### config.mk
export PLATFORM = sky130hd
export DESIGN_NAME = piecewise_linear_table_interpolator_top
export DESIGN_NICKNAME = d
export VERILOG_FILES = /design/src/hw/rtl/pli_pkg.sv /design/src/hw/rtl/pli_ram.sv /design/src/hw/rtl/pli_muldiv.sv /design/src/hw/rtl/pli_seq.sv /design/src/hw/rtl/piecewise_linear_table_interpolator_top.sv
export SDC_FILE = /design/constraint.sdc
export NUM_CORES = 1
export LEC_CHECK = 0
export BUFFER_PORTS_ARGS = -buffer_cell sky130_fd_sc_hd__buf_2
export CAP_MARGIN = 40
export CORE_UTILIZATION = 49
export CTS_CLUSTER_SIZE = 16
export DETAILED_ROUTE_END_ITERATION = 12
export GPL_TIMING_DRIVEN = 0
export PLACE_DENSITY_LB_ADDON = 0.12
export RECOVER_POWER = 100
export SLEW_MARGIN = 20
export SYNTH_ARGS = -nofsm -noshare
export SYNTH_HDL_FRONTEND = slang
export SYNTH_SLANG_ARGS = --single-unit
### constraint.sdc
create_clock -name i_clk -period 23.7 [get_ports i_clk]
set_input_delay 4.74 -clock i_clk [delete_from_list [all_inputs] [get_ports i_clk]]
set_output_delay 4.74 -clock i_clk [all_outputs]
set_load 0.02 [all_outputs]
### src/hw/rtl/pli_pkg.sv
package pli_pkg;

    localparam int DW    = 16;  // x and y width
    localparam int CNT_W = 5;   // pair_count register width
    localparam int IDX_W = 4;   // entry_index width

    typedef enum logic {
        CMD_LOAD   = 1'b0,
        CMD_LOOKUP = 1'b1
    } t_cmd;

    typedef struct packed {
        t_cmd            command;
        logic [IDX_W-1:0] entry_index;
        logic [DW-1:0]   entry_x;
        logic [DW-1:0]   entry_y;
        logic [DW-1:0]   query_x;
    } t_req;

    typedef struct packed {
        logic [DW-1:0] x;
        logic [DW-1:0] y;
    } t_entry;

    typedef struct packed {
        logic          valid;
        logic [DW-1:0] y;
    } t_res;

    typedef struct packed {
        logic          start;
        logic [DW-1:0] dy;
        logic [DW-1:0] off;
        logic [DW-1:0] span;
    } t_md_req;

    typedef struct packed {
        logic          done;
        logic [DW-1:0] quot;
    } t_md_rsp;

endpackage

### src/hw/rtl/pli_ram.sv
module pli_ram #(
    parameter int WIDTH = 32,
    parameter int DEPTH = 16
) (
    input  logic                     i_clk,
    input  logic                     i_we,
    input  logic [$clog2(DEPTH)-1:0] i_waddr,
    input  logic [WIDTH-1:0]         i_wdata,
    input  logic [$clog2(DEPTH)-1:0] i_raddr,
    output logic [WIDTH-1:0]         o_rdata
);

    logic [WIDTH-1:0] r_mem [DEPTH];
    logic [WIDTH-1:0] r_rdata;

    always_ff @(posedge i_clk) begin
        if (i_we) begin
            r_mem[i_waddr] <= i_wdata;
        end
        r_rdata <= r_mem[i_raddr];
    end

    assign o_rdata = r_rdata;

endmodule

### src/hw/rtl/pli_muldiv.sv
module pli_muldiv (
    input  logic             i_clk,
    input  logic             i_rst_n,
    input  pli_pkg::t_md_req i_req,
    output pli_pkg::t_md_rsp o_rsp
);
    import pli_pkg::*;

    typedef enum logic [1:0] {M_IDLE, M_MUL, M_DIV} t_state;

    t_state          r_state;
    logic [3:0]      r_cnt;
    logic [2*DW-1:0] r_acc;
    logic [DW-1:0]   r_mplr;
    logic [DW-1:0]   r_mcand;
    logic [DW-1:0]   r_span;
    logic            r_done;

    logic [2*DW-1:0] n_acc_mul;
    logic [DW:0]     trial;
    logic [DW:0]     diff;
    logic            take;

    // multiply: MSB first shift-add, one multiplier bit per cycle
    assign n_acc_mul = {r_acc[2*DW-2:0], 1'b0} + (r_mplr[DW-1] ? {{DW{1'b0}}, r_mcand} : '0);

    // divide: upper half is the partial remainder, lower half shifts dividend out
    // and quotient in; quotient fits DW bits since the product is below span << DW
    assign trial = r_acc[2*DW-1:DW-1];
    assign diff  = trial - {1'b0, r_span};
    assign take  = (trial >= {1'b0, r_span});

    always_ff @(posedge i_clk) begin
        if (!i_rst_n) begin
            r_state <= M_IDLE;
            r_done  <= 1'b0;
            r_cnt   <= '0;
        end else begin
            r_done <= 1'b0;
            case (r_state)
                M_IDLE: begin
                    if (i_req.start) begin
                        r_acc   <= '0;
                        r_mplr  <= i_req.off;
                        r_mcand <= i_req.dy;
                        r_span  <= i_req.span;
                        r_cnt   <= '0;
                        r_state <= M_MUL;
                    end
                end
                M_MUL: begin
                    r_acc  <= n_acc_mul;
                    r_mplr <= {r_mplr[DW-2:0], 1'b0};
                    r_cnt  <= r_cnt + 4'd1;
                    if (r_cnt == 4'd15) begin
                        r_state <= M_DIV;
                    end
                end
                M_DIV: begin
                    r_acc[2*DW-1:DW] <= take ? diff[DW-1:0] : trial[DW-1:0];
                    r_acc[DW-1:0]    <= {r_acc[DW-2:0], take};
                    r_cnt            <= r_cnt + 4'd1;
                    if (r_cnt == 4'd15) begin
                        r_done  <= 1'b1;
                        r_state <= M_IDLE;
                    end
                end
                default: r_state <= M_IDLE;
            endcase
        end
    end

    assign o_rsp.done = r_done;
    assign o_rsp.quot = r_acc[DW-1:0];

`ifndef SYNTH
    a_rem_below_span: assert property (@(posedge i_clk) disable iff (!i_rst_n)
        (r_state == M_DIV) |-> (r_acc[2*DW-1:DW] < r_span))
        else $error("partial remainder not below span");
`endif

endmodule

### src/hw/rtl/pli_seq.sv
module pli_seq #(
    parameter int MAX_PAIRS = 16
) (
    input  logic                       i_clk,
    input  logic                       i_rst_n,
    input  logic                       i_req_valid,
    output logic                       o_req_ready,
    input  pli_pkg::t_req              i_req,
    input  logic [pli_pkg::CNT_W-1:0]  i_pair_count,
    output pli_pkg::t_res              o_res,
    input  logic                       i_res_ready
);
    import pli_pkg::*;

    localparam int IW = $clog2(MAX_PAIRS);
    localparam int CW = $clog2(MAX_PAIRS + 1);
    localparam int NW = (CW > CNT_W) ? CW : CNT_W;

    typedef enum logic [2:0] {S_IDLE, S_CHK0, S_CHKN, S_WALK, S_MD, S_FIN} t_state;

    t_state        r_state;
    logic [IW-1:0] r_last;
    logic [IW-1:0] r_i;
    logic [DW-1:0] r_query;
    t_entry        r_e0;
    t_entry        r_prev;
    logic          r_dir;
    logic [DW-1:0] r_base;
    logic          r_res_valid;
    logic [DW-1:0] r_res_y;
    logic          r_md_start;
    logic [DW-1:0] r_md_dy;
    logic [DW-1:0] r_md_off;
    logic [DW-1:0] r_md_span;

    logic          accept;
    logic          ram_we;
    logic [NW-1:0] pc_ext;
    logic [NW-1:0] eff;
    logic [IW-1:0] rd_addr;
    t_entry        rd_q;
    logic          in_seg;
    t_md_req       md_req;
    t_md_rsp       md_rsp;

    assign o_req_ready = (r_state == S_IDLE);
    assign accept      = i_req_valid && o_req_ready;
    assign ram_we      = accept && (i_req.command == CMD_LOAD)
                         && (32'(i_req.entry_index) < MAX_PAIRS);

    assign pc_ext = NW'(i_pair_count);
    assign eff    = (pc_ext > NW'(MAX_PAIRS)) ? NW'(MAX_PAIRS) : pc_ext;

    always_comb begin
        case (r_state)
            S_IDLE:  rd_addr = '0;
            S_CHK0:  rd_addr = r_last;
            S_CHKN:  rd_addr = IW'(1);
            S_WALK:  rd_addr = r_i + IW'(1);
            default: rd_addr = '0;
        endcase
    end

    pli_ram #(
        .WIDTH (2 * DW),
        .DEPTH (MAX_PAIRS)
    ) u_ram (
        .i_clk   (i_clk),
        .i_we    (ram_we),
        .i_waddr (IW'(i_req.entry_index)),
        .i_wdata ({i_req.entry_x, i_req.entry_y}),
        .i_raddr (rd_addr),
        .o_rdata (rd_q)
    );

    assign md_req.start = r_md_start;
    assign md_req.dy    = r_md_dy;
    assign md_req.off   = r_md_off;
    assign md_req.span  = r_md_span;

    pli_muldiv u_muldiv (
        .i_clk   (i_clk),
        .i_rst_n (i_rst_n),
        .i_req   (md_req),
        .o_rsp   (md_rsp)
    );

    // segment [prev, current read] holds the query
    assign in_seg = (r_query >= r_prev.x) && (r_query <= rd_q.x);

    always_ff @(posedge i_clk) begin
        if (!i_rst_n) begin
            r_state     <= S_IDLE;
            r_res_valid <= 1'b0;
            r_md_start  <= 1'b0;
        end else begin
            r_md_start <= 1'b0;
            case (r_state)
                S_IDLE: begin
                    if (accept && (i_req.command == CMD_LOOKUP)) begin
                        r_query <= i_req.query_x;
                        r_last  <= IW'(eff - NW'(1));
                        if (eff == '0) begin
                            r_res_y     <= '0;
                            r_res_valid <= 1'b1;
                            r_state     <= S_FIN;
                        end else begin
                            r_state <= S_CHK0;
                        end
                    end
                end
                S_CHK0: begin
                    r_e0 <= rd_q;
                    if (r_query <= rd_q.x) begin
                        r_res_y     <= rd_q.y;
                        r_res_valid <= 1'b1;
                        r_state     <= S_FIN;
                    end else begin
                        r_state <= S_CHKN;
                    end
                end
                S_CHKN: begin
                    if (r_query >= rd_q.x) begin
                        r_res_y     <= rd_q.y;
                        r_res_valid <= 1'b1;
                        r_state     <= S_FIN;
                    end else begin
                        r_prev  <= r_e0;
                        r_i     <= IW'(1);
                        r_state <= S_WALK;
                    end
                end
                S_WALK: begin
                    if (in_seg) begin
                        if (r_query == r_prev.x) begin
                            r_res_y     <= r_prev.y;
                            r_res_valid <= 1'b1;
                            r_state     <= S_FIN;
                        end else begin
                            r_dir      <= (rd_q.y > r_prev.y);
                            r_base     <= r_prev.y;
                            r_md_dy    <= (rd_q.y > r_prev.y) ? (rd_q.y - r_prev.y)
                                                               : (r_prev.y - rd_q.y);
                            r_md_off   <= r_query - r_prev.x;
                            r_md_span  <= rd_q.x - r_prev.x;
                            r_md_start <= 1'b1;
                            r_state    <= S_MD;
                        end
                    end else if (r_i == r_last) begin
                        // unsorted table: no segment matched
                        r_res_y     <= r_e0.y;
                        r_res_valid <= 1'b1;
                        r_state     <= S_FIN;
                    end else begin
                        r_prev <= rd_q;
                        r_i    <= r_i + IW'(1);
                    end
                end
                S_MD: begin
                    if (md_rsp.done) begin
                        r_res_y     <= r_dir ? (r_base + md_rsp.quot) : (r_base - md_rsp.quot);
                        r_res_valid <= 1'b1;
                        r_state     <= S_FIN;
                    end
                end
                S_FIN: begin
                    if (i_res_ready) begin
                        r_res_valid <= 1'b0;
                        r_state     <= S_IDLE;
                    end
                end
                default: r_state <= S_IDLE;
            endcase
        end
    end

    assign o_res.valid = r_res_valid;
    assign o_res.y     = r_res_y;

`ifndef SYNTH
    a_load_no_result: assert property (@(posedge i_clk) disable iff (!i_rst_n)
        (accept && (i_req.command == CMD_LOAD)) |=> (r_state == S_IDLE && !r_res_valid))
        else $error("load request produced a result");

    a_md_done_in_md: assert property (@(posedge i_clk) disable iff (!i_rst_n)
        md_rsp.done |-> (r_state == S_MD))
        else $error("divider finished outside interpolation");

    a_walk_in_range: assert property (@(posedge i_clk) disable iff (!i_rst_n)
        (r_state == S_WALK) |-> (r_i <= r_last))
        else $error("segment walk past last active entry");
`endif

endmodule

### src/hw/rtl/piecewise_linear_table_interpolator_top.sv
// Piecewise-linear lookup table with up to MAX_PAIRS (x, y) breakpoints held in a
// single-port-write RAM. A load request (command 0) writes one entry in the cycle it is
// accepted and gives no result; loads at an index at or beyond MAX_PAIRS are dropped.
// A lookup request (command 1) gives one result_y: 0 with no active pairs, the end y
// when query_x is at or beyond either end, otherwise the first matching segment
// interpolated with truncation, or entry 0's y when no segment matches. Entries must be
// loaded before a lookup reads them. One request is in flight at a time. A lookup with
// no active pairs gives its result without reading the RAM; otherwise it checks entry 0,
// then the last active entry, and if it does not clamp it walks the segments (one RAM
// read per cycle), then starts the divider for the bit-serial multiply and the 16-step
// divide. The output register lets the next request start while a result waits.
// pair_count may be written only while idle.
module piecewise_linear_table_interpolator_top #(
    parameter int MAX_PAIRS = 16
) (
    input  logic                       i_clk,
    input  logic                       i_rst_n,
    input  logic                       i_cfg_we,
    input  logic [pli_pkg::CNT_W-1:0]  i_cfg_data,
    input  logic                       i_in_valid,
    output logic                       o_in_ready,
    input  logic                       i_command,
    input  logic [pli_pkg::IDX_W-1:0]  i_entry_index,
    input  logic [pli_pkg::DW-1:0]     i_entry_x,
    input  logic [pli_pkg::DW-1:0]     i_entry_y,
    input  logic [pli_pkg::DW-1:0]     i_query_x,
    output logic                       o_out_valid,
    input  logic                       i_out_ready,
    output logic [pli_pkg::DW-1:0]     o_result_y
);
    import pli_pkg::*;

    logic [CNT_W-1:0] r_pair_count;
    logic             r_out_valid;
    logic [DW-1:0]    r_out_y;

    t_req             req;
    t_res             res;
    logic             res_ready;

    assign req.command     = t_cmd'(i_command);
    assign req.entry_index = i_entry_index;
    assign req.entry_x     = i_entry_x;
    assign req.entry_y     = i_entry_y;
    assign req.query_x     = i_query_x;

    assign res_ready = !r_out_valid || i_out_ready;

    pli_seq #(
        .MAX_PAIRS (MAX_PAIRS)
    ) u_seq (
        .i_clk        (i_clk),
        .i_rst_n      (i_rst_n),
        .i_req_valid  (i_in_valid),
        .o_req_ready  (o_in_ready),
        .i_req        (req),
        .i_pair_count (r_pair_count),
        .o_res        (res),
        .i_res_ready  (res_ready)
    );

    always_ff @(posedge i_clk) begin
        if (!i_rst_n) begin
            r_pair_count <= '0;
            r_out_valid  <= 1'b0;
        end else begin
            if (i_cfg_we) begin
                r_pair_count <= i_cfg_data;
            end
            if (res.valid && res_ready) begin
                r_out_valid <= 1'b1;
                r_out_y     <= res.y;
            end else if (i_out_ready) begin
                r_out_valid <= 1'b0;
            end
        end
    end

    assign o_out_valid = r_out_valid;
    assign o_result_y  = r_out_y;

endmodule
### After elaboration in Yosys (flattened, before gate mapping)

Memories as Yosys holds them, arrays and structs flattened. A register that Yosys moved wholly into a read port is not among the register bits.
Index checks and enable logic that the tools add are counted.

* register bits after elaboration: 283
* RAM bits: 512
* bits of input ports: 63
* output and inout port bits: 18
* word-level logic and storage cells: 162
* memories kept: 1

Memory list
* u_seq.u_ram.r_mem: words 16, bits a word 32, read ports 1, clocked after Yosys merged registers in 1, write ports 1, line pli_ram.sv:13 `logic [WIDTH-1:0] r_mem [DEPTH];`

* add/sub/neg operators: 11
* order comparisons: 6
* equal/unequal tests: 24
* muxes and demuxes: 59
* bitwise gates (word level): 2
* reductions and logical operators: 33

Operators with widths (number)
* 2-to-1 mux 16 bit: 13
* 2-to-1 mux 32 bit: 4
* case mux 32 bit (3 select lines): 1
* subtractor 16 bit: 6
* case mux 16 bit (5 select lines): 1
* case mux 32 bit (2 select lines): 1
* adder 32 bit: 1
* greater-or-equal comparator 16 bit: 2
* case mux 16 bit (2 select lines): 1
* 2-to-1 mux 3 bit: 8
* inequality test 2 bit (second input constant): 9
* case mux 3 bit (6 select lines): 1
* AND reduction 3 bit: 6
* AND reduction 9 bit: 2
* greater-or-equal comparator 17 x 16 -> 1 bit: 1
* adder 16 bit: 1
* == test 16 bit: 1
* greater-than comparator 16 bit: 1
* <= comparator 16 bit: 1
* 2-to-1 mux 1 bit: 16
* 2-to-1 mux 4 bit: 4
* case mux 4 bit (2 select lines): 2
* case mux 4 bit (3 select lines): 1
* adder 4 x 1 -> 4 bit (second input constant): 2
* other kinds (31): 49

### Longest topological paths before layout

Gate-level depths: netlist of the first run.

* depth in word-level cells: 6
* mapped depth: 16
* mapped depth without buffers: 16

### Hierarchy

Synthesis of the first run repeated with hierarchy kept, for this count alone.

* cell total of the unflattened synthesis: 2439
* area total of the unflattened synthesis: 37150.6 µm²

Modules (own cells, without submodules)
* pli_ram: times used 1, cells an instance 838, area each 19835.3 µm², seq. area each 16015.4 µm²
* pli_seq: times used 1, cells an instance 1049, area each 11075.6 µm², seq. area each 5175.0 µm²
* pli_muldiv: times used 1, cells an instance 515, area each 5515.3 µm², seq. area each 2542.4 µm²
* piecewise_linear_table_interpolator_top: times used 1, cells an instance 37, area each 724.4 µm², seq. area each 600.6 µm²

### Worst setup path before layout of the first run

No wires, ideal clock.

* path type: input port to flip-flop
* start: in i_rst_n
* end: reg u_seq.r_base[0] (enable)
* library setup time: 0.568 ns
* data arrival time: 9.281 ns
* data required time: 23.132 ns
* setup slack: 13.851 ns
* stages: 2
* cells stage by stage: inv_1 > nor3_1

* longest elaborated chain between the ends: 1

Ends and longest elaborated chain
* from (decl): line piecewise_linear_table_interpolator_top.sv:17 `input logic i_rst_n,`
* AND reduction 4 bit (no source line)
* to (signal assigned): line pli_seq.sv:141 `r_base <= r_prev.y;`
* to (decl): line pli_seq.sv:28 `logic [DW-1:0] r_base;`

Every way passes these cells.
A chain may end at the register's enable or synchronous reset.

### Worst setup path after layout of the first run

* start: in i_command
* end: mem u_seq.u_ram.r_mem[3][7] (enable)

* longest elaborated chain between the ends: 4

Ends and longest elaborated chain
* from (decl): line piecewise_linear_table_interpolator_top.sv:22 `input logic i_command,`
* NOT 1 bit: line pli_seq.sv:48 `assign ram_we = accept && (i_req.command == CMD_LOAD)`
* logical AND 1 bit: line pli_seq.sv:48
* 2-to-1 mux 1 bit: line pli_ram.sv:17 `if (i_we) begin`
* 2-to-1 mux 1 bit (not written as such): line pli_ram.sv:18 `r_mem[i_waddr] <= i_wdata;`
* to (decl): line pli_ram.sv:13

Every way passes these cells.

==> metrics.md, run 1 <==
| Metric | Value |
|---|---|
| Total CTS buffers | a little under 90 |
| Max capacitance violation total | 2 |
| Switch share | 0.310 |
| Flop pwr share | 0.415 |
| Footprint of the multi-input gates | about 12000 sq um |
| Final hold viol count | 0 |
| Synth top area share | 0.635 |
| Setup tns final | 0 ns |
| Rel. slew slack | -0.264 |
| Fmax | 124 MHz |
| CP top delay family | buffers and inverters |
| Clock-pin transition on the worst setup and hold timing paths | around 0.060 ns |
| Run status | finished with violations |
| Critical Path RT | roughly 24 ns |
| Syn Nets | approximately 2600 |
| Die W | approximately 280 um |
| Clk pwr share | 0.320 |
| GPL Wtd Cong | about 0.89 |
| Final Slew Violations | 38 |
| Worst-Margin Slew | about 1.9 ns |
| TritonRoute pass-1 iters | 5 |
| Input/output buffers | 79 |
| Crit-path cells | clkbuf_1 -> nand3b_1 -> or3_1 -> nor2_1 -> clkbuf_1 -> clkbuf_1 |
| Initial Util | 0.495 |
| RSZ-0062 raised after global routing | false |
| Critical Path Sink Type | flop |
| Mean Syn Cell Area | ~15 sq um |
| Row Count | 100 |
| Initial antenna violation count | 5 |
| Worst Path Buf+Inv | 3 |
| DPL Wire Length | about 62 mm |
| Final period util | 0.339 |
| Drt total wl | 85.6 mm |
| Top_reg_cell synth | edfxtp_1 |
| Die ar. | 76100 sq um |
| Async SR Flop Fraction | 0 |
| Dominant cells by area after synthesis | edfxtp_1, mux4_2, ha_1, dfxtp_1, nand2_1 |
| Antenna-violating nets left | 0 |
| Number of synthesized flops with an enable pin | 777 |
| Share of cells above drive strength 1 | 0.123 |
| Postcts setup bufs | 0 |
| Critical path arrival | ~8.3 ns |
| First-pass GRT wire length | ~130 mm |
| DRT iter0 DRCs | 2013 |
| CTS Hold Buffers Added | 0 |
| Worst Setup SP | i_command |
| Ys Warns | 0 |
| N_diodes | 0 |
| Vias in the first global route | 21513 |
| RR Startpoint | u_seq.r_prev[16] |
| Tot Pwr | about 4400 uW |
| Drt drc | 0 |
| Failing checks | capacitance limit, slew limit |
| Net total in the final layout | between 2000 and 3000 |
| Leak | 0.0142 uW |
| Overflow after GRT | 0 |
| #FFs+latches synth | 827 |
| Clock skew | approximately 0.035 ns |
| Crit-path max FO | 13 |
| H-tree Lvls | 3 |
| Synth unique cells | 83 |
| Hold Startpoint | u_seq.r_md_dy[7] |
| Post-synthesis cell count | approximately 2400 |
| Largest net degree at the start of global routing | 33 |
| Internal power | approximately 3000 uW |
| Maximum VDD drop | ~0.074 mV |
| FILL cells | slightly above 6000 |
| Clock Sinks | ~830 |
| Core box area | 74300 sq um |
| P per Cell Area | between 100 and 150 nW/um^2 |
| Via-to-Cell Ratio | between 5 and 6 |
| # IOs | between 80 and 90 |
| Hold Crit Class | flop to flop |
| Synth Cell Area | 36800 sq um |
| Gate power share | 0.265 |
| Critical-path top delay cell | clkbuf_1 |
| GRT Total Usage | 0.227 |
| NetSw | 1350 uW |
| Worst-Skew Late Latency | 0.65 ns |
| Leading area contributor after synthesis | edfxtp_1 |
| Post_cts resized | 0 |
| FF/Latch Area | about 24000 sq um |
| Final critical-path required period | a little over 8 ns |
| Kind of critical path | input port to flop |
| Drt wl/cell | 23.1 um |
| Area grow syn2layout | 12.7% |
| Seq/Total Area, Yosys | 0.662 |
| CTS Buffer Depth | 3 |
| CTS tree | built |
| Most used cell along the critical path | clkbuf_1 |
| Vias | 21506 |
| Crit-path max cell delay | between 0.8 and 0.9 ns |
| Root Buffer | clkbuf_16 |
| Final setup fails | 0 |
| Worst Setup Start Kind | input port |
| Vert. Die Dim | approximately 280 um |
-- power by group through the flow --
stage | clock, uW | combinational (uW) | sequential (uW)
detailed placement | 0 | 1180 | 1840
CTS | 1420 | 1190 | 1800
floorplan | 0 | 803 | 1810
global placement | 0 | 1150 | 1840
global route | 1470 | 1270 | 1810
finish | 1390 | 1150 | 1810
-- logic make-up (layout without fill, tap and decap cells) --
family | count (synthesis) | in the layout | synth area share
xor+xnor | 103 | 103 | 0.0245
compound gates | 423 | 423 | 0.0755
flops | 827 | 827 | 0.662
buf+inv | 215 | 517 | 0.0230
simple gates | 550 | 550 | 0.0731
mux | 178 | 178 | 0.0928
fa+ha+maj | 141 | 141 | 0.0494
-- cells in the mapped netlist, types with 12 or more instances --
cell        n
dfxtp_1    50
a21oi_1    80
a22oi_1    23
nor2_1    123
nand3_1    39
nor2b_1    35
and2_1     52
clkbuf_1   58
nand2b_1   27
nand4_1    16
ha_1      134
nand2_1   164
o21a_1     16
a211oi_1   39
edfxtp_1  777
inv_1     126
mux4_2    128
a21o_1     35
buf_2      16
xor2_1     50
mux2i_1    31
nor3_1     38
mux2_2     18
xnor2_1    53
a31oi_1    44
and3_1     12
o21ai_0    98
-- state kept, by name, summed over array words and instances (netlist names), 32 cells and up --
signal                cells
u_seq.u_ram.r_mem       512
u_seq.r_e0               32
u_seq.u_muldiv.r_acc     32
u_seq.u_ram.o_rdata      32
u_seq.r_prev             32
-- final timing paths --
path,endpoint,slack (ns),depth (start not counted)
setup reg to reg,u_seq.r_md_dy[4],17.12,16
hold / removal,u_seq.u_muldiv.r_mcand[7],0.41,0
hold reg to reg,u_seq.u_muldiv.r_mcand[7],0.41,0
setup / recovery,u_seq.u_ram.r_mem[3][7],15.66,6
-- through the flow --
| step | util | cell area, sq um | hold slack, ns | std cells | worst slack [ns] |
|---|---|---|---|---|---|
| after floorplan | - | 36800 | 0.400 | 2437 | 13.85 |
| after global placement | 0.516 | 38400 | 0.402 | 3485 | 11.71 |
| after detailed placement | 0.531 | 39500 | 0.405 | 3544 | 16.35 |
| after CTS | 0.571 | 42400 | 0.407 | 3705 | 16.96 |
| after global routing | 0.558 | 41500 | 0.420 | 3708 | 15.41 |
| final | 0.558 | 41500 | 0.409 | 3708 | 15.66 |
-- metal layers --
layer | vias up | global-route usage | wire length (um)
met5 | - | 0 | 36
met4 | 6 | 0.0701 | 2200
met3 | 155 | 0.0302 | 4640
met2 | 708 | 0.381 | 41900
met1 | 10767 | 0.310 | 36800
li1 | 9870 | - | -
-- area by class of cell --
class	instances	share of cell area
Multi-Input combinational cell	1395	0.279
Clock buffer	103	0.0555
Tap cell	969	0.0292
Timing Repair Buffer	141	0.0141
Clock inverter	58	0.0157
Sequential cell	827	0.587
Inverter	127	0.0115
Buffer	88	0.00827
-- cell usage in the layout (no fill, tap or decap), types with 16 or more instances in the layout --
cell,count
o21a_1,17
dfxtp_1,50
a21o_1,35
xnor2_1,53
nand4_1,16
and2_1,50
nand2b_1,27
a31oi_1,45
nor2b_1,35
a21oi_1,80
buf_2,37
mux2_2,18
nand3_1,39
mux2i_1,31
inv_1,126
o21ai_0,103
a211oi_1,39
xor2_1,50
nor3_1,38
nand2_1,164
clkbuf_16,89
ha_1,134
nor2_1,122
mux4_2,128
edfxtp_1,777
clkbuf_1,193
a22oi_1,23
Power figures use the tool's default switching activity.
==> run 2: changes to the inputs <==
==> constraint.sdc (replaced) <==
create_clock -name i_clk -period 7.7 [get_ports i_clk]
set_input_delay 1.54 -clock i_clk [delete_from_list [all_inputs] [get_ports i_clk]]
set_output_delay 1.54 -clock i_clk [all_outputs]
set_load 0.02 [all_outputs]
==> run 2 against run 1 <==
  * The run still ends with capacitance limit, slew limit left
  * Worst setup slack lost 14 ns
  * Design area hardly changed
  * Total power rose to 3.1 times the previous value
  * Critical endpoint is now u_seq.r_md_off[5]
  * Highest routed layer unchanged
==> metrics.md, run 2 (synthesis results as in run 1) <==
| Metric | Value |
|---|---|
| Run status | finished with violations |
| Failing checks | capacitance limit, slew limit |
| Final critical-path required period | 5.95 ns |
| Setup ws final | 1.75 ns (-13.91 ns) |
| H-tree Lvls | 3 (unchanged) |
| Reg2reg end | u_seq.r_md_off[5] |
| Drt drc | 0 (unchanged) |
| Initial antenna violation count | 5 (unchanged) |
| Reg2Reg Setup Slack | 1.75 ns (-15.37 ns) |
| Register-to-Register Path Depth | 16 (unchanged) |
| Hold worst-path end | u_seq.u_muldiv.r_mcand[7] |
| CTS tree | built |
| Kind of critical path | flop to flop |
| Hold Crit Class | flop to flop |
| Clock-pin transition on the worst setup and hold timing paths | 0.07 ns (about the same) |
| Commonest non-fill, non-tap cell in the layout | edfxtp_1 |
| Largest net degree at the start of global routing | 33 (unchanged) |
| Placed insts | 3544 (unchanged) |
| Final Slew Violations | 38 (unchanged) |
| Critical-path top delay cell | clkbuf_1 |
| Overflow after GRT | 0 (unchanged) |
| Leak | 0.0143 uW (+0.23%) |
| Net total in the final layout | 2872 (unchanged) |
| DRT iter0 DRCs | 2023 (+0.50%) |
| Max capacitance violation total | 2 (unchanged) |
| Fmax | between 150 and 200 MHz |
| Post-Layout Cell Count | 3708 (unchanged) |
| Final period util | 0.773 |
| DPL Wire Length | 61.5 mm (unchanged) |
| Worst Path Buf+Inv | 5 (+2) |
| Clock skew | 0.0365 ns (+0.00177 ns) |
| Drt wl/cell | 23.1 um (+0.13%) |
| Maximum VDD drop | 0.228 mV (+210%) |
| Via-to-Cell Ratio | 5.81 (+0.20%) |
| Largest register by flop count | u_seq.u_ram.r_mem |
| Initial Util | 0.495 (unchanged) |
| Clock Sinks | 827 (unchanged) |
| Crit-path max FO | 11 (-2) |
| Vias | 21549 (+0.20%) |
| Row Count | 100 (unchanged) |
| Rel. slew slack | -0.261 (+0.00238) |
| Vert. Die Dim | 276 um (unchanged) |
| Vias in the first global route | 21527 (+0.065%) |
| Dpl cell area | 39500 sq um (unchanged) |
| # IOs | 81 (unchanged) |
| Worst-Skew Late Latency | 0.65 ns (about the same) |
| Critical path arrival | 6.30 ns (-2.00 ns) |
| Max reg flops | 512 (unchanged) |
| Final hold viol count | 0 (unchanged) |
| Postcts setup bufs | 0 (unchanged) |
| CTS Buffer Depth | 3 (unchanged) |
| Crit-path max cell delay | 0.77 ns (-0.08 ns) |
| Drt total wl | 85.7 mm (+0.13%) |
| GRT Total Usage | 0.227 (about the same) |
| Critical Path RT | 8.05 ns (-15.91 ns) |
| Hold Startpoint | u_seq.r_md_dy[7] |
| Post_cts resized | 0 (unchanged) |
| Post-route cell area | 41500 sq um (about the same) |
| Critical Path Sink Type | flop |
| Total CTS buffers | 88 (unchanged) |
| Core box area | 74300 sq um (unchanged) |
| Worst Setup Start Kind | flop |
| Pre-CTS WS | 3.04 ns (-13.32 ns) |
| Crit-path cells | ha_1 -> fa_1 -> nor2b_1 -> o21ai_0 -> a21oi_1 -> o21ai_0 -> a21oi_1 -> nand2_1 -> a21boi_0 -> clkbuf_1 -> clkbuf_1 -> nand2_1 -> nor3_1 -> buf_4 -> buf_4 -> buf_4 |
| RR Startpoint | u_seq.r_prev[16] |
| Antenna-violating nets left | 0 (unchanged) |
| Root Buffer | clkbuf_16 |
| Die ar. | 76100 sq um (unchanged) |
| Die W | 276 um (unchanged) |
| Final setup fails | 0 (unchanged) |
| Worst-Margin Slew | 1.88 ns (-0.00356 ns) |
| Input/output buffers | 79 (unchanged) |
| TritonRoute pass-1 iters | 5 (unchanged) |
| CP Depth | 16 (+10) |
| GPL Wtd Cong | 0.888 (unchanged) |
| P per Cell Area | 323 nW/um^2 (+210%) |
| Worst hold slack | 0.407 ns (-0.00205 ns) |
| Area grow syn2layout | 12.8% (about the same) |
| Commonest non-fill, non-tap cells in the layout | edfxtp_1, clkbuf_1, nand2_1 |
| RSZ-0062 raised after global routing | false |
| First-pass GRT wire length | 129 mm (about the same) |
| CTS Hold Buffers Added | 0 (unchanged) |
| Hold depth | 0 (unchanged) |
| Share of cells above drive strength 1 | 0.126 (+0.00292) |
| Most used cell along the critical path | buf_4 |
| N_diodes | 0 (unchanged) |
| CP top delay family | buffers and inverters |
run 2: how the worst max path moves through the flow:
stage,startpoint,to,slack [ns]
after floorplan,u_seq.r_prev[16],u_seq.r_base[0],0.14
after global placement,u_seq.r_prev[16],u_seq.r_md_dy[5],-2.53
after detailed placement,u_seq.r_prev[16],u_seq.r_md_off[7],3.04
after CTS,u_seq.r_prev[16],u_seq.r_md_off[6],3.00
after global routing,u_seq.r_prev[16],u_seq.r_md_off[5],1.40
final,u_seq.r_prev[16],u_seq.r_md_off[5],1.75
run 2: routing by layer:
metal	routed length, um	up-vias	track usage
met4	2230	6	0.0707
met1	36800	10805	0.310
li1	-	9879	-
met2	41900	698	0.380
met5	36	-	0
met3	4760	161	0.0302
run 2: layout make-up:
| cell class | count | area [sq um] |
|---|---|---|
| Clock inverter | 58 | 652 |
| Sequential cell | 827 | 24300 |
| Fill cell | 6024 | 32800 |
| Timing Repair Buffer | 141 | 617 |
| Tap cell | 969 | 1210 |
| Buffer | 88 | 343 |
| Multi-Input combinational cell | 1395 | 11500 |
| Clock buffer | 103 | 2300 |
| Inverter | 127 | 478 |
run 2: metrics by stage:
stage	util	setup TNS [ns]	power (uW)
floorplan	-	0	8050
global placement	0.516	-167.21	9200
detailed placement	0.531	0	9290
CTS	0.571	0	13600
global route	0.558	0	14000
finish	0.558	0	13400
run 2: report_power, final:
part | switching [uW] | internal, uW
sequential | 200 | 5360
combinational | 2160 | 1390
clock | 1790 | 2500
